`config.mk`:
```
export PLATFORM = sky130hd
export DESIGN_NAME = jss_lane
export DESIGN_NICKNAME = d
export VERILOG_FILES = /design/src/rtl/jss_pkg.sv /design/src/rtl/jss_lane.sv
export SDC_FILE = /design/constraint.sdc
export NUM_CORES = 2
export LEC_CHECK = 0
export ABC_AREA = 1
export BUFFER_PORTS_ARGS = -buffer_cell sky130_fd_sc_hd__clkbuf_2
export CAP_MARGIN = 15
export CORE_MARGIN = 2
export CORE_UTILIZATION = 45
export CTS_CLUSTER_DIAMETER = 60
export DETAILED_ROUTE_END_ITERATION = 8
export GPL_TIMING_DRIVEN = 0
export MAX_ROUTING_LAYER = met4
export PLACE_DENSITY = 0.59
export SLEW_MARGIN = 20
export SYNTH_ARGS = -nofsm -noshare
export SYNTH_HDL_FRONTEND = slang
export SYNTH_SLANG_ARGS = --single-unit
```
`constraint.sdc`:
```
create_clock -name clk -period 11.24 [get_ports clk]
set_clock_uncertainty 0.1 [all_clocks]
set_input_delay 3.372 -clock clk [delete_from_list [all_inputs] [get_ports clk]]
set_output_delay 3.372 -clock clk [all_outputs]
set_load 0.01 [all_outputs]
```
`src/rtl/jss_pkg.sv`:
```
// ----------------------------------------------------------------------------
// jss_pkg: shared types, constants and helpers for the joint space steer core
// Angle formats, pipeline stage numbering and the half-turn wrap function.
// ----------------------------------------------------------------------------
package jss_pkg;

  // Angle format: signed fixed point, 1/64 degree
  localparam int ANGLE_FRAC_BITS = 6;
  localparam int ANGLE_W         = 15;
  localparam int MAG_W           = ANGLE_W - 1;
  localparam int LIMIT_W         = 14;
  localparam int PROD_W          = MAG_W + LIMIT_W;
  localparam int WIDE_W          = ANGLE_W + 3;
  localparam int LANES           = 4;

  // Pipeline: front, multiply, one stage per quotient bit, output
  localparam int DIV_STEPS  = LIMIT_W;
  localparam int STAGE_MUL  = 1;
  localparam int STAGE_DIV0 = 2;
  localparam int STAGE_OUT  = STAGE_DIV0 + DIV_STEPS;
  localparam int NSTAGE     = STAGE_OUT + 1;

  localparam logic [LIMIT_W-1:0] STEP_LIMIT_RESET = LIMIT_W'(640);

  typedef logic signed [ANGLE_W-1:0] angle_t;
  typedef logic signed [WIDE_W-1:0]  wide_t;
  typedef logic [MAG_W-1:0]          mag_t;
  typedef logic [LIMIT_W-1:0]        limit_t;
  typedef logic [PROD_W-1:0]         prod_t;
  typedef logic [NSTAGE-1:0]         stage_vec_t;

  localparam wide_t HALF_TURN = WIDE_W'(180 * (1 << ANGLE_FRAC_BITS));
  localparam wide_t FULL_TURN = WIDE_W'(360 * (1 << ANGLE_FRAC_BITS));

  // Map x into [-HALF_TURN, HALF_TURN); inputs stay within one turn of range
  function automatic angle_t wrap_angle(input wide_t x);
    wide_t m;
    begin
      m = x + HALF_TURN;
      if (m < 0) begin
        m = m + FULL_TURN;
      end else if (m >= FULL_TURN) begin
        m = m - FULL_TURN;
      end
      m = m - HALF_TURN;
      return angle_t'(m[ANGLE_W-1:0]);
    end
  endfunction

endpackage

```
`src/rtl/jss_lane.sv`:
```
// ----------------------------------------------------------------------------
// jss_lane: one joint of the steer step
// Wrapped difference, scaled move by a pipelined restoring divider (one
// quotient bit per stage), then the new angle with wrap and target select.
// ----------------------------------------------------------------------------
module jss_lane (
  input  logic                clk,
  input  jss_pkg::stage_vec_t load,
  input  jss_pkg::angle_t     target_angle,
  input  jss_pkg::angle_t     near_angle,
  input  jss_pkg::limit_t     step_limit,
  input  jss_pkg::mag_t       max_mag,
  input  logic                reduce_final,
  output jss_pkg::mag_t       diff_mag,
  output jss_pkg::angle_t     new_angle
);

  localparam int N = jss_pkg::DIV_STEPS;

  // Front stage
  jss_pkg::angle_t diff_c;
  jss_pkg::angle_t target_wrap_c;
  logic            diff_neg;
  jss_pkg::angle_t near0;
  jss_pkg::angle_t tw0;

  // Multiply stage
  jss_pkg::prod_t  prod1;
  logic            sgn1;
  jss_pkg::angle_t near1;
  jss_pkg::angle_t tw1;

  // Divider stages
  jss_pkg::mag_t   rem_q   [N];
  jss_pkg::mag_t   low_q   [N];
  jss_pkg::mag_t   quo_q   [N];
  jss_pkg::mag_t   dvs_q   [N];
  logic            sgn_q   [N];
  jss_pkg::angle_t near_q  [N];
  jss_pkg::angle_t tw_q    [N];
  jss_pkg::mag_t   rem_next[N];
  jss_pkg::mag_t   low_next[N];
  jss_pkg::mag_t   quo_next[N];

  // Output stage
  jss_pkg::wide_t  move_c;
  jss_pkg::angle_t new_c;

  // Wrapped difference and wrapped target
  always_comb begin
    diff_c        = jss_pkg::wrap_angle(jss_pkg::wide_t'(target_angle) -
                                        jss_pkg::wide_t'(near_angle));
    target_wrap_c = jss_pkg::wrap_angle(jss_pkg::wide_t'(target_angle));
  end

  always_ff @(posedge clk) begin
    if (load[0]) begin
      diff_neg <= diff_c[jss_pkg::ANGLE_W-1];
      diff_mag <= diff_c[jss_pkg::ANGLE_W-1] ? jss_pkg::mag_t'(-diff_c)
                                             : jss_pkg::mag_t'(diff_c);
      near0    <= near_angle;
      tw0      <= target_wrap_c;
    end
  end

  // Scale the magnitude by the limit
  always_ff @(posedge clk) begin
    if (load[jss_pkg::STAGE_MUL]) begin
      prod1 <= jss_pkg::PROD_W'(diff_mag) * jss_pkg::PROD_W'(step_limit);
      sgn1  <= diff_neg;
      near1 <= near0;
      tw1   <= tw0;
    end
  end

  // One restoring step per stage: bring down a dividend bit, subtract if fits
  always_comb begin
    jss_pkg::mag_t         r_in;
    jss_pkg::mag_t         l_in;
    jss_pkg::mag_t         q_in;
    jss_pkg::mag_t         d_in;
    logic [jss_pkg::MAG_W:0] t;
    logic [jss_pkg::MAG_W:0] t_sub;
    logic                  fits;
    for (int s = 0; s < N; s++) begin
      if (s == 0) begin
        r_in = prod1[jss_pkg::PROD_W-1:jss_pkg::LIMIT_W];
        l_in = prod1[jss_pkg::LIMIT_W-1:0];
        q_in = '0;
        d_in = max_mag;
      end else begin
        r_in = rem_q[s-1];
        l_in = low_q[s-1];
        q_in = quo_q[s-1];
        d_in = dvs_q[s-1];
      end
      t           = {r_in, l_in[jss_pkg::MAG_W-1]};
      t_sub       = t - {1'b0, d_in};
      fits        = t >= {1'b0, d_in};
      rem_next[s] = fits ? t_sub[jss_pkg::MAG_W-1:0] : t[jss_pkg::MAG_W-1:0];
      low_next[s] = {l_in[jss_pkg::MAG_W-2:0], 1'b0};
      quo_next[s] = {q_in[jss_pkg::MAG_W-2:0], fits};
    end
  end

  // Advance the divider stages
  always_ff @(posedge clk) begin
    for (int s = 0; s < N; s++) begin
      if (load[jss_pkg::STAGE_DIV0 + s]) begin
        rem_q[s] <= rem_next[s];
        low_q[s] <= low_next[s];
        quo_q[s] <= quo_next[s];
        if (s == 0) begin
          dvs_q[s]  <= max_mag;
          sgn_q[s]  <= sgn1;
          near_q[s] <= near1;
          tw_q[s]   <= tw1;
        end else begin
          dvs_q[s]  <= dvs_q[s-1];
          sgn_q[s]  <= sgn_q[s-1];
          near_q[s] <= near_q[s-1];
          tw_q[s]   <= tw_q[s-1];
        end
      end
    end
  end

  // Apply the signed move and wrap, or pass the wrapped target
  always_comb begin
    move_c = sgn_q[N-1] ? -jss_pkg::wide_t'(quo_q[N-1]) : jss_pkg::wide_t'(quo_q[N-1]);
    new_c  = reduce_final
           ? jss_pkg::wrap_angle(jss_pkg::wide_t'(near_q[N-1]) + move_c)
           : tw_q[N-1];
  end

  always_ff @(posedge clk) begin
    if (load[jss_pkg::STAGE_OUT]) begin
      new_angle <= new_c;
    end
  end

endmodule

```
==> impl_metrics.sql <==
INSERT INTO impl_metrics (metric_group, metric, value, unit) VALUES
('status', 'result_of_the_run', 'completed', ''),
('timing', 'final_setup_violation_count', '0', ''),
('yosys', 'yosys.cell_types.count', '51', ''),
('critical_path', 'crit_path_cell_trace', 'clkbuf_2 -> clkbuf_1 -> nand2_1 -> fa_1 -> fa_1 -> inv_1 -> fa_1 -> inv_1 -> fa_1 -> inv_1 -> fa_1 -> fa_1 -> ha_1 -> a21oi_1 -> inv_1 -> nor2_1 -> o221ai_1 -> a21oi_1 -> o21ai_0 -> a21boi_0 -> o311ai_0 -> xor2_1', ''),
('die', 'floorplan.io_pins', '106', ''),
('clocking', 'clkLatencyLatePin', '670', 'ps'),
('timing', 'tightestPinTransition', '1010', 'ps'),
('clocking', 'tritoncts', 'built', ''),
('place', 'place_hpwl', '72.6', 'mm'),
('timing', 'maxClockFrequency', '106', 'MHz'),
('final_layout', 'final_layout_size_suffix_gt1_frac', '0.0777', ''),
('yosys', 'ys_ff_latch', '1113', ''),
('timing', 'finalCriticalPeriod', '9410', 'ps'),
('detailed_routing', 'post-route-drc-count', '0', ''),
('detailed_routing', 'vias_per_cell', '4.82', ''),
('die', 'die_h', '351', 'um'),
('critical_path', 'cp_data_required_time', '11530', 'ps'),
('timing', 'report.final.slew_viol_count', '0', ''),
('timing', 'final-hold-violation-count', '0', ''),
('clocking', 'cts.sink_count', '1113', ''),
('grt', 'groute.usage.overall', '0.162', ''),
('yosys', 'synth-edff-count', '1113', ''),
('critical_path', 'slowest_stage', 'fa_1', ''),
('min_path', 'timing.hold.worst_path_depth', '0', ''),
('critical_path', 'worst_r2r_path_depth', '21', ''),
('place', 'place.detailed.instances', '6122', ''),
('detailed_routing', 'wirelength', '94.2', 'mm'),
('clocking', 'cts.clk_slew.worst_paths', '60', 'ps'),
('timing', 'setup_repair_after_global_routing_missed_its_margin', 'no', ''),
('detailed_routing', 'wl_per_cell', '14.9', 'um'),
('timing', 'post-route-period-util', '0.837', ''),
('grt', 'pin_count_of_the_biggest_net_entering_global_routing', '58', ''),
('min_path', 'holdCritPathClass', 'flip-flop to flip-flop', ''),
('timing', 'fin_worst_hold_slack', '291', 'ps'),
('place', 'routabilityCongestion', '0.902', ''),
('final_layout', 'multi_input_comb_area', '0.0178', 'sq mm'),
('critical_path', 'critPathCaptureType', 'flip-flop', ''),
('detailed_routing', 'first_iter_violations', '1284', ''),
('yosys', 'ys_warn_count', '0', ''),
('die', 'die_w', '351', 'um'),
('critical_path', 'worstPathMaxFanout', '10', ''),
('yosys', 'postSynthAreaPerCell', '12.3', 'sq um'),
('final_layout', 'syn2layout_area_growth', '12.8', '%'),
('critical_path', 'worst_ep_arrival_time', '9690', 'ps'),
('detailed_routing', 'firstDrtPassIters', '5', ''),
('final_layout', 'layout.cells.most_common_list', 'edfxtp_1, nand2_1, inv_1, a21oi_1, ha_1', ''),
('timing', 'setup-tns-final', '0', 'ps'),
('clocking', 'cts_made_buffers', '114', ''),
('yosys', 'ys_flop_type', 'edfxtp_1', ''),
('die', 'core.rowCount', '127', ''),
('critical_path', 'slowest_stage_delay_on_critical_path', '560', 'ps'),
('yosys', 'mappedNetlistArea', '0.0541', 'sq mm'),
('final_layout', 'post_layout_nonfiller_instances', '6339', ''),
('critical_path', 'startpoint_kind_of_the_worst_setup_timing_path', 'input pin', ''),
('run', 'max-cap-violations', '0', ''),
('clocking', 'postCtsSetupRepairBufs', '0', ''),
('yosys', 'synth-seq-area-share', '0.617', ''),
('critical_path', 'setup.worst_path.class', 'input pin to flip-flop', ''),
('timing', 'max_slew_headroom', '0.328', ''),
('grt', 'grt.overflow.total', '0', ''),
('clocking', 'cts_hold_repair.buffers', '0', ''),
('final_layout', 'final_common_cell', 'edfxtp_1', ''),
('yosys', 'ys_async_sr_fraction', '0', ''),
('yosys', 'syn-num-nets', '4989', ''),
('final_layout', 'layout_fillers', '10300', ''),
('grt', 'first_global_vias', '31900', ''),
('detailed_routing', 'vias', '30600', ''),
('critical_path', 'critPathMostFrequentCell', 'fa_1', ''),
('clocking', 'clock_path_buffers', '3', ''),
('grt', 'first_pass_grt_wire_length', '156', 'mm'),
('clocking', 'root_buffer', 'clkbuf_16', ''),
('die', 'placeableCoreArea', '0.120', 'sq mm'),
('clocking', 'number_of_gates_given_a_new_drive_strength_after_cts', '0', ''),
('grt', 'number_of_antenna_violations_at_the_first_check_in_global_routing', '4', ''),
('clocking', 'htreeDepth', '3', ''),
('die', 'start_util', '0.452', ''),
('detailed_routing', 'route.antenna.remaining_nets', '0', ''),
('final_layout', 'register_area', '0.0334', 'sq mm'),
('place', 'io_buffers', '104', ''),
('yosys', 'gate_count_after_technology_mapping', '4392', ''),
('final_layout', 'finalNetCount', '5223', ''),
('die', 'die_area', '0.123', 'sq mm');
## state kept, by name, summed over array words and instances, names as in the netlist, 28 cells and up
register,cells
prod1,28
near_q,210
low_q,91
quo_q,105
tw_q,210
dvs_q,182
rem_q,182
## stage by stage
step	area (sq um)	util	worst slack [ps]
after floorplan	54100	-	2290
after global placement	56700	0.474	1170
after detailed placement	57100	0.477	1120
after CTS	61100	0.510	1820
after global routing	61100	0.510	1500
final	61100	0.510	1830
## worst max-delay path: cells and delay by family
family,cells,cell delay [ps]
fa+ha+maj,7,3490
compound gates,6,1470
buf+inv,6,920
simple gates,2,260
xor+xnor,1,170
## cell type report
cell class,count,area share
diodes,3,0.000123
plain buffers,74,0.00631
clock buffers,134,0.0483
clock inverters,80,0.0167
inverters,668,0.0411
multi-input cells,2537,0.292
flip-flops and latches,1113,0.547
well taps,1612,0.0330
repair buffers,118,0.0154
## logic make-up after synthesis
| kind of cell | Yosys count | synth area share |
|---|---|---|
| DFF | 1113 | 0.617 |
| adders and majority gates | 520 | 0.142 |
| buffers and inverters | 742 | 0.0534 |
| muxes | 1 | 0.000208 |
| AOI/OAI and AO/OA | 594 | 0.0600 |
| and+or+nand+nor | 1193 | 0.0896 |
| xor gates and xnor gates | 229 | 0.0375 |
## cells in the mapped netlist, types with 3 or more instances
| master | count | area share |
|---|---|---|
| and2_1 | 3 | 0.00035 |
| xor2_1 | 110 | 0.018 |
| nand4_1 | 21 | 0.0024 |
| nand3_2 | 4 | 0.00074 |
| a21o_1 | 7 | 0.00097 |
| nor3_1 | 24 | 0.0022 |
| a21oi_1 | 397 | 0.037 |
| fa_1 | 156 | 0.058 |
| a31oi_1 | 6 | 0.00069 |
| buf_2 | 20 | 0.0018 |
| inv_1 | 660 | 0.046 |
| nand2_1 | 723 | 0.050 |
| buf_4 | 18 | 0.0025 |
| o221ai_1 | 5 | 0.00081 |
| o21a_1 | 5 | 0.00069 |
| clkbuf_1 | 34 | 0.0024 |
| nand3_1 | 92 | 0.0085 |
| o211ai_1 | 4 | 0.00055 |
| or2_2 | 5 | 0.00058 |
| o21ai_0 | 85 | 0.0079 |
| xor2_2 | 3 | 0.00090 |
| o31ai_1 | 6 | 0.00083 |
| o21ai_1 | 11 | 0.0010 |
| xnor2_1 | 116 | 0.019 |
| nor4_1 | 18 | 0.0021 |
| edfxtp_1 | 1113 | 0.62 |
| a211oi_1 | 14 | 0.0019 |
| ha_1 | 364 | 0.084 |
| o2111ai_1 | 13 | 0.0021 |
| nand3b_1 | 5 | 0.00069 |
| inv_2 | 7 | 0.00049 |
| nand2_2 | 7 | 0.00081 |
| nor2_1 | 282 | 0.020 |
| o21bai_1 | 29 | 0.0040 |
## metal layers
layer	vias to the layer above	GRT usage	wire length (um)
met5	-	-	0
met4	0	0.0718	4330
met3	268	0.0226	2710
met2	454	0.296	49300
met1	14400	0.174	37900
li1	15500	-	-
## path summary, 6_finish.rpt
check | from | to | slack, ps
min | tw0[5] | tw1[5] | 290
max | step_limit[11] | prod1[26] | 1830
max reg2reg | diff_mag[0] | prod1[26] | 3950
min reg2reg | tw0[5] | tw1[5] | 290
Power is left out: the tool's default activity adds up to more than one toggle a clock period on the data nets, which glitch-free logic cannot reach.
