**config.mk**
```make
export PLATFORM = sky130hd
export DESIGN_NAME = jss_merge
export DESIGN_NICKNAME = d
export VERILOG_FILES = /design/src/rtl/jss_pkg.sv /design/src/rtl/jss_merge.sv
export SDC_FILE = /design/constraint.sdc
export NUM_CORES = 1
export LEC_CHECK = 0
export BUFFER_PORTS_ARGS = -buffer_cell sky130_fd_sc_hd__buf_2
export CAP_MARGIN = 5
export CORE_UTILIZATION = 39
export CTS_CLUSTER_DIAMETER = 80
export DETAILED_ROUTE_END_ITERATION = 10
export GPL_TIMING_DRIVEN = 0
export MAX_ROUTING_LAYER = met4
export SETUP_SLACK_MARGIN = 0.1
export SLEW_MARGIN = 30
export SYNTH_ARGS = -nofsm -noshare
export SYNTH_HDL_FRONTEND = slang
export SYNTH_SLANG_ARGS = --single-unit
```
**constraint.sdc**
```tcl
create_clock -name clk -period 12.7 [get_ports clk]
set_input_delay 3.81 -clock clk [delete_from_list [all_inputs] [get_ports clk]]
set_output_delay 3.81 -clock clk [all_outputs]
set_load 0.03 [all_outputs]
```
**src/rtl/jss_pkg.sv**
```systemverilog
// ----------------------------------------------------------------------------
// jss_pkg: shared types, constants and helpers for the joint space steer core
// Angle formats, pipeline stage numbering and the half-turn wrap function.
// ----------------------------------------------------------------------------
package jss_pkg;

  // Angle format: signed fixed point, 1/64 degree
  localparam int ANGLE_FRAC_BITS = 6;
  localparam int ANGLE_W         = 15;
  localparam int MAG_W           = ANGLE_W - 1;
  localparam int LIMIT_W         = 14;
  localparam int PROD_W          = MAG_W + LIMIT_W;
  localparam int WIDE_W          = ANGLE_W + 3;
  localparam int LANES           = 4;

  // Pipeline: front, multiply, one stage per quotient bit, output
  localparam int DIV_STEPS  = LIMIT_W;
  localparam int STAGE_MUL  = 1;
  localparam int STAGE_DIV0 = 2;
  localparam int STAGE_OUT  = STAGE_DIV0 + DIV_STEPS;
  localparam int NSTAGE     = STAGE_OUT + 1;

  localparam logic [LIMIT_W-1:0] STEP_LIMIT_RESET = LIMIT_W'(640);

  typedef logic signed [ANGLE_W-1:0] angle_t;
  typedef logic signed [WIDE_W-1:0]  wide_t;
  typedef logic [MAG_W-1:0]          mag_t;
  typedef logic [LIMIT_W-1:0]        limit_t;
  typedef logic [PROD_W-1:0]         prod_t;
  typedef logic [NSTAGE-1:0]         stage_vec_t;

  localparam wide_t HALF_TURN = WIDE_W'(180 * (1 << ANGLE_FRAC_BITS));
  localparam wide_t FULL_TURN = WIDE_W'(360 * (1 << ANGLE_FRAC_BITS));

  // Map x into [-HALF_TURN, HALF_TURN); inputs stay within one turn of range
  function automatic angle_t wrap_angle(input wide_t x);
    wide_t m;
    begin
      m = x + HALF_TURN;
      if (m < 0) begin
        m = m + FULL_TURN;
      end else if (m >= FULL_TURN) begin
        m = m - FULL_TURN;
      end
      m = m - HALF_TURN;
      return angle_t'(m[ANGLE_W-1:0]);
    end
  endfunction

endpackage

```
**src/rtl/jss_merge.sv**
```systemverilog
// ----------------------------------------------------------------------------
// jss_merge: combine the per-joint magnitudes of all lanes
// Finds the largest difference magnitude, decides reduction and carries the
// reduce flag down the pipeline alongside the lane dividers.
// ----------------------------------------------------------------------------
module jss_merge (
  input  logic                                   clk,
  input  jss_pkg::stage_vec_t                    load,
  input  logic [jss_pkg::LANES-1:0][jss_pkg::MAG_W-1:0] lane_mag,
  input  jss_pkg::limit_t                        step_limit,
  output jss_pkg::mag_t                          max_mag,
  output logic                                   reduce_final,
  output logic                                   reduced
);

  jss_pkg::mag_t max01;
  jss_pkg::mag_t max23;
  jss_pkg::mag_t max_all;
  logic          reduce;
  logic [jss_pkg::STAGE_OUT:jss_pkg::STAGE_MUL] red_q;

  // Two-level compare tree over the lane magnitudes
  always_comb begin
    max01   = (lane_mag[0] > lane_mag[1]) ? lane_mag[0] : lane_mag[1];
    max23   = (lane_mag[2] > lane_mag[3]) ? lane_mag[2] : lane_mag[3];
    max_all = (max01 > max23) ? max01 : max23;
    reduce  = max_all > step_limit;
  end

  // Hold the divisor for the first divider stage
  always_ff @(posedge clk) begin
    if (load[jss_pkg::STAGE_MUL]) begin
      max_mag <= max_all;
    end
  end

  // Advance the reduce flag with its item
  always_ff @(posedge clk) begin
    if (load[jss_pkg::STAGE_MUL]) begin
      red_q[jss_pkg::STAGE_MUL] <= reduce;
    end
    for (int k = jss_pkg::STAGE_MUL + 1; k <= jss_pkg::STAGE_OUT; k++) begin
      if (load[k]) begin
        red_q[k] <= red_q[k-1];
      end
    end
  end

  assign reduce_final = red_q[jss_pkg::STAGE_OUT-1];
  assign reduced      = red_q[jss_pkg::STAGE_OUT];

endmodule

```
==> out/qor.csv, run 1 <==
stage;metric;value;unit
outcome;status;completed;
logic_synthesis;synth_top_flop_cell;edfxtp_1;
power;powerDensity;99.5;mW/mm2
floorplan;die_height;94.8;um
power;power.total;0.407;mW
sta;worstMarginPinSlew;0.618;ns
sta;setup_ws;3.80;ns
critical_path;arrival;8.92;ns
critical_path;critical_path.startpoint_type;input pin;
global_route;grt_max_degree;16;
power;p_leak;1.98;nW
placement;dp_hpwl;7.33;mm
logic_synthesis;syn-num-nets;519;
critical_path;crit_fanout;10;
final_layout;stdcell_count;590;
floorplan;dieArea;0.00900;mm2
sta;hold_viol_final;0;
sta;finalCritPeriodShare;0.701;
critical_path;cp_slowest_cell;a221o_1;
logic_synthesis;ys_seq_area_frac;0.268;
sta;grt_setup_unrepaired;false;
sta;tns;0;ns
final_layout;n_fill_cell;790;
floorplan;initial_core_util;0.405;
clock_tree;cts_hold_buf;0;
final_layout;register_area;901;um2
clock_tree;cts_root_buf;clkbuf_8;
sta;final-max-slew-violation-count;0;
logic_synthesis;synth-async-reset-ratio;0;
final_layout;areaGrowthSynthToFinish;21.6;%
clock_tree;clkLatencyLatePin;0.28;ns
final_layout;antenna-diode-count;0;
logic_synthesis;synth_edf_count;30;
clock_tree;clk_pin_slew;0.06;ns
final_layout;multi_input_area;0.00214;mm2
placement;gp_congestion;0.861;
clock_tree;cts_resized;0;
critical_path;cpMostUsedCell;ha_1;
routing;drt_wl_total;8.79;mm
placement;dp_slack;3.51;ns
final_layout;fin_nets;628;
logic_synthesis;syn_inst;375;
logic_synthesis;netlist-cell-type-count;40;
clock_tree;numCtsBuffers;5;
floorplan;design.core.area;0.00830;mm2
global_route;overflow;0;
job;maxCapViolCount;0;
sta;maxSlewHeadroom;0.585;
placement;io_buffers;102;
floorplan;num_io_pins;104;
power;ir_worst_vdd;43.4;uV
clock_tree;clk_path_buf_depth;2;
clock_tree;cts_max_level;2;
global_route;antenna_found_initial;0;
logic_synthesis;avgSynthCellArea;8.97;um2
routing;routedWlPerCell;14.9;um
routing;viasPerCell;5.52;
routing;drc_errors;0;
sta;setup_viol;0;
critical_path;crit_path_max_incr_delay;0.35;ns
placement;place_inst;582;
routing;antenna_left;0;
routing;vias;3258;
floorplan;fp-row-count;33;
logic_synthesis;synth_warnings;0;
hold_path;min_path_type;flip-flop to flip-flop;
final_layout;drive_gt1_frac;0.266;
critical_path;setup.worst_path.end_class;flip-flop;
global_route;track_usage;0.206;
sta;fmax;0.112;GHz
floorplan;die_width;94.8;um
global_route;grt_pass1_vias;3014;
global_route;grt_pass1_wl;14.1;mm
clock_tree;cts_setup_buffers;0;
routing;drtPass1Iterations;5;
sta;finalCriticalPeriod;8.90;ns
sta;worst_hold_slack;0.421;ns
logic_synthesis;ys_seq_elements;30;
clock_tree;cts_tree;yes;
critical_path;cp.required;12.72;ns
clock_tree;clkSinkCount;30;
routing;drt_iter0_markers;202;
critical_path;crit_type;input pin to flip-flop;
sta;finClkSkew;0.00426;ns
logic_synthesis;syn-cell-area;0.00336;mm2
## critical path: cells and delay by family
| kind | cells | cell delay [ns] |
|---|---|---|
| multiplexers | 1 | 0.23 |
| adder cells (fa/ha/maj) | 3 | 0.86 |
| AO/OA/AOI/OAI | 14 | 3.11 |
| AND/OR/NAND/NOR | 2 | 0.27 |
| buffers and inverters | 5 | 0.63 |
## cell families (layout without fill, tap and decap cells)
group,Yosys count,in the layout,share of synthesized area
compound gates,114,114,0.268
simple gates,84,84,0.114
buf+inv,76,186,0.0960
fa+ha+maj,56,56,0.208
flops,30,30,0.268
mux,15,15,0.0450
## worst paths after layout
path	start	endpoint	depth (start not counted)	slack (ns)
hold reg to reg	red_q[5]	red_q[6]	0	0.42
setup / recovery	lane_mag[17]	red_q[1]	25	3.80
setup reg to reg	red_q[12]	red_q[13]	0	12.03
hold / removal	red_q[5]	red_q[6]	0	0.42
## power breakdown
group          switching [mW]  internal, mW  total [mW]
registers             0.00306         0.128       0.131
clock network          0.0346        0.0374      0.0720
logic                   0.118        0.0858       0.204
total                   0.156         0.251       0.407
## metrics by stage
stage | utilization | instance area, um2
floorplan | - | 3360
detailed placement | 0.482 | 4000
global route | 0.493 | 4090
global placement | 0.482 | 4000
CTS | 0.493 | 4090
finish | 0.493 | 4090
## per-layer routing
metal	vias up	wire length [um]	global-route usage
met3	4	510	0.0225
met4	0	42	0.0341
met5	-	0	-
met2	119	4340	0.355
met1	1499	3900	0.262
li1	1636	-	-
## synth_stat cells, drive strengths merged, types with 8 or more instances
master	number	area [um2]
a21oi	14	70.1
a311oi	14	123
buf	8	67.6
clkbuf	10	37.5
edfxtp	30	901
ha	56	701
inv	58	218
mux2i	14	140
nand2	23	86.3
nand4	10	62.6
nor2	34	128
o21ai	21	116
o221ai	30	294
o22a	14	123
## area by class of cell
class / count / area share
buffer: 18 / 0.0257
clock buffer: 5 / 0.0168
clock inverter: 3 / 0.00398
inverter: 58 / 0.0532
multi-input combinational: 269 / 0.523
sequential: 30 / 0.220
tap: 105 / 0.0321
timing repair buffer: 102 / 0.125
## layout by cell type, fill, tap and decap left out, drive strengths merged, types with 2 or more instances in the layout
cell type	netlist	layout
nor2b	3	3
mux2i	14	14
nor3	4	4
a21o	7	7
o21ai	21	21
clkinv	0	2
inv	58	58
nor2	34	34
clkbuf	10	15
o221ai	30	30
or2	3	3
nand2	23	23
a21oi	14	14
edfxtp	30	30
a211oi	2	2
buf	8	110
o21a	5	5
a311oi	14	14
o21bai	2	2
nand4	10	10
o22a	14	14
nand3	3	3
ha	56	56
## state kept, by name (all words and copies together), names as in the netlist
| register | count |
|---|---|
| red_q | 16 |
| max_mag | 14 |
Power figures use the tool's default switching activity.
==> inputs of run 2 (changes only) <==
--- a/config.mk
+++ b/config.mk
@@ -5,6 +5,7 @@
 export SDC_FILE = /design/constraint.sdc
 export NUM_CORES = 1
 export LEC_CHECK = 0
+export ABC_AREA = 1
 export BUFFER_PORTS_ARGS = -buffer_cell sky130_fd_sc_hd__buf_2
 export CAP_MARGIN = 5
 export CORE_UTILIZATION = 39
@@ -12,6 +13,7 @@
 export DETAILED_ROUTE_END_ITERATION = 10
 export GPL_TIMING_DRIVEN = 0
 export MAX_ROUTING_LAYER = met4
+export PLACE_DENSITY = 0.66
 export SETUP_SLACK_MARGIN = 0.1
 export SLEW_MARGIN = 30
 export SYNTH_ARGS = -nofsm -noshare
==> constraint.sdc (replaced) <==
create_clock -name clk -period 8 [get_ports clk]
set_input_delay 2.4 -clock clk [delete_from_list [all_inputs] [get_ports clk]]
set_output_delay 2.4 -clock clk [all_outputs]
set_load 0.03 [all_outputs]
==> out/qor.csv, run 2 <==
stage;metric;value;unit;change
outcome;status;completed;;unchanged
critical_path;crit_type;input pin to flip-flop;;unchanged
routing;drtPass1Iterations;5;;unchanged
critical_path;r2r_end;red_q[12];;was red_q[13]
critical_path;cpMostUsedCell;nand2_1;;was ha_1
logic_synthesis;yosys.area.top_type_share;0.278;;was 0.268
sta;fmax;0.161;GHz;
clock_tree;cts_root_buf;clkbuf_8;;unchanged
routing;viasPerCell;4.82;;was 5.52
hold_path;min_path_type;flip-flop to flip-flop;;unchanged
sta;hold_viol_final;0;;unchanged
power;ir_worst_vdd;74.7;uV;was 43.4 uV
routing;drc_errors;0;;unchanged
final_layout;fin_nets;697;;was 628
routing;top_layer_used;met4;;unchanged
power;p_leak;2.32;nW;was 1.98 nW
critical_path;cp_num_buf_inv;4;;was 5
critical_path;reg2reg_setup_slack;7.35;ns;was 12.03 ns
clock_tree;clkLatencyLatePin;0.28;ns;about the same
critical_path;path_depth;27;;was 25
clock_tree;clk_path_buf_depth;2;;unchanged
critical_path;arrival;6.25;ns;was 8.92 ns
sta;grt_setup_unrepaired;false;;unchanged
hold_path;holdCritStartpoint;red_q[12];;was red_q[5]
final_layout;regMostFlops;red_q;;unchanged
sta;setup_viol;0;;unchanged
logic_synthesis;ys_seq_area_frac;0.278;;was 0.268
routing;vias;3162;;was 3258
clock_tree;cts_max_level;2;;unchanged
global_route;grt_max_degree;16;;unchanged
logic_synthesis;synth-async-reset-ratio;0;;unchanged
clock_tree;cts_hold_buf;0;;unchanged
logic_synthesis;syn-num-nets;588;;was 519
sta;finClkSkew;0.00585;ns;was 0.00426 ns
floorplan;design.core.area;0.00789;mm2;was 0.00830 mm2
global_route;track_usage;0.197;;was 0.206
final_layout;largest_register_ffs;16;;unchanged
routing;met2_wirelength;4.00;mm;was 4.34 mm
routing;routedWlPerCell;12.2;um;was 14.9 um
logic_synthesis;syn_inst;444;;was 375
sta;finalCritPeriodShare;0.777;;
placement;gp_congestion;0.952;;was 0.861
logic_synthesis;synth_common_cells;nand2_1 (123), inv_1 (93), nand3_1 (67);;was inv_1 (58), ha_1 (56), nor2_1 (34)
clock_tree;cts_resized;0;;unchanged
critical_path;cp_slowest_cell;ha_1;;was a221o_1
sta;tns;0;ns;unchanged
logic_synthesis;synth_edf_count;30;;unchanged
job;maxCapViolCount;0;;unchanged
floorplan;dieArea;0.00868;mm2;was 0.00900 mm2
power;powerDensity;171;mW/mm2;was 99.5 mW/mm2
logic_synthesis;synth_top_flop_cell;edfxtp_1;;unchanged
sta;finalCriticalPeriod;6.22;ns;
routing;drt_iter0_markers;168;;was 202
hold_path;min_to;red_q[13];;was red_q[6]
logic_synthesis;ys_seq_elements;30;;unchanged
clock_tree;clkSinkCount;30;;unchanged
clock_tree;numCtsBuffers;5;;unchanged
routing;drt-met1-wl;3.40;mm;was 3.90 mm
critical_path;crit_path_max_incr_delay;0.33;ns;was 0.35 ns
logic_synthesis;yosys-top-cells-area;edfxtp_1 (28%), ha_1 (22%), nand2_1 (14%);;was edfxtp_1 (27%), ha_1 (21%), o221ai_1 (6.5%)
global_route;antenna_found_initial;0;;unchanged
placement;dp_slack;1.50;ns;was 3.51 ns
logic_synthesis;synth_warnings;0;;unchanged
floorplan;fp-row-count;32;;was 33
critical_path;crit_family;simple AND/OR/NAND/NOR gates;;was compound AO/OA/AOI/OAI gates
final_layout;drive_gt1_frac;0.238;;was 0.266
critical_path;setup.worst_path.end_class;flip-flop;;unchanged
logic_synthesis;synth_area_leader_cell;edfxtp_1;;unchanged
hold_path;holdPathStages;0;;unchanged
sta;worstMarginPinSlew;0.338;ns;was 0.618 ns
sta;maxSlewHeadroom;0.775;;was 0.585
placement;io_buffers;102;;unchanged
placement;dp_hpwl;7.15;mm;was 7.33 mm
critical_path;crit_fanout;10;;unchanged
final_layout;layout_commonest_cell;nand2_1;;was buf_2
final_layout;mostFrequentLayoutCells;nand2_1 (123), buf_2 (105), inv_1 (93);;was buf_2 (104), inv_1 (58), ha_1 (56)
routing;drt_wl_total;8.03;mm;was 8.79 mm
final_layout;largestRegisters;red_q: 16 flops, max_mag: 14 flops;;unchanged
logic_synthesis;netlist-cell-type-count;23;;was 40
routing;antenna_left;0;;unchanged
floorplan;die_width;93.2;um;was 94.8 um
clock_tree;clk_pin_slew;0.06;ns;about the same
sta;final-max-slew-violation-count;0;;unchanged
global_route;grt_pass1_wl;13.0;mm;was 14.1 mm
critical_path;reg2reg_from;red_q[11];;was red_q[12]
logic_synthesis;syn-cell-area;0.00324;mm2;was 0.00336 mm2
floorplan;die_height;93.2;um;was 94.8 um
global_route;grt_pass1_vias;3054;;was 3014
clock_tree;cts_tree;yes;;unchanged
final_layout;areaGrowthSynthToFinish;22.2;%;was 21.6%
logic_synthesis;yosysMostFrequentCell;nand2_1;;was inv_1
global_route;overflow;0;;unchanged
critical_path;cp.required;8.03;ns;was 12.72 ns
final_layout;antenna-diode-count;0;;unchanged
critical_path;critical_path.startpoint_type;input pin;;unchanged
routing;route.met3.wl;493;um;was 510 um
critical_path;rr_worst_depth;0;;unchanged
floorplan;num_io_pins;104;;unchanged
logic_synthesis;avgSynthCellArea;7.30;um2;was 8.97 um2
floorplan;initial_core_util;0.411;;was 0.405
sta;setup_ws;1.78;ns;was 3.80 ns
clock_tree;cts_setup_buffers;0;;unchanged
run 2: changes by cell type in the layout (fill, tap and decap cells not counted), sizes merged, moves of 13 or more:
cell | previous run | this run
nand2 | 23 | 129
nand3 | 3 | 67
inv | 58 | 94
o221ai | 30 | 0
nor2 | 34 | 12
o21ai | 21 | 4
a311oi | 14 | 0
mux2i | 14 | 0
o22a | 14 | 0
and2 | 0 | 13
run 2: worst max-delay path by stage:
stage / start / endpoint / slack (ns)
6_report: lane_mag[27] / red_q[1] / 1.78
5_1_grt: lane_mag[27] / red_q[1] / 1.41
4_1_cts: lane_mag[27] / red_q[1] / 1.80
3_5_place_dp: lane_mag[27] / red_q[1] / 1.50
3_3_place_gp: lane_mag[27] / red_q[1] / 1.71
2_1_floorplan: lane_mag[27] / red_q[1] / 2.25
run 2: cells by family (layout without fill, tap and decap cells):
logic type | Yosys count | count (layout) | synth area share
buffers and inverters | 102 | 212 | 0.129
AND/OR/NAND/NOR | 228 | 228 | 0.332
AO/OA/AOI/OAI | 28 | 28 | 0.0452
flip-flops | 30 | 30 | 0.278
adder cells (fa/ha/maj) | 56 | 56 | 0.216
run 2: through the flow:
stage	util	hold slack [ns]	cells	instance area [um2]	power (mW)
6_report	0.502	0.420	656	3960	0.678
4_1_cts	0.502	0.422	656	3960	0.685
2_1_floorplan	-	0.400	444	3240	0.459
3_3_place_gp	0.492	0.403	648	3880	0.551
3_5_place_dp	0.492	0.405	648	3880	0.569
5_1_grt	0.502	0.440	656	3960	0.741
run 2: power by group:
part           leakage (nW)  total [mW]  internal [mW]  switching [mW]
Combinational          1.99       0.349          0.126           0.223
Clock                0.0426       0.113         0.0596          0.0539
Sequential            0.293       0.215          0.209         0.00655
run 2: final cells by class:
cell class,count,area (um2)
fillers,803,3930
multi-input cells,312,1920
flip-flops and latches,30,901
repair buffers,102,510
inverters,94,353
well taps,102,128
clock buffers,6,72.6
plain buffers,8,63.8
clock inverters,2,8.76
run 2: per-layer routing:
metal	track usage	up-vias
li1	-	1653
met5	-	-
met3	0.0260	9
met1	0.224	1404
met4	0.0590	0
met2	0.361	96
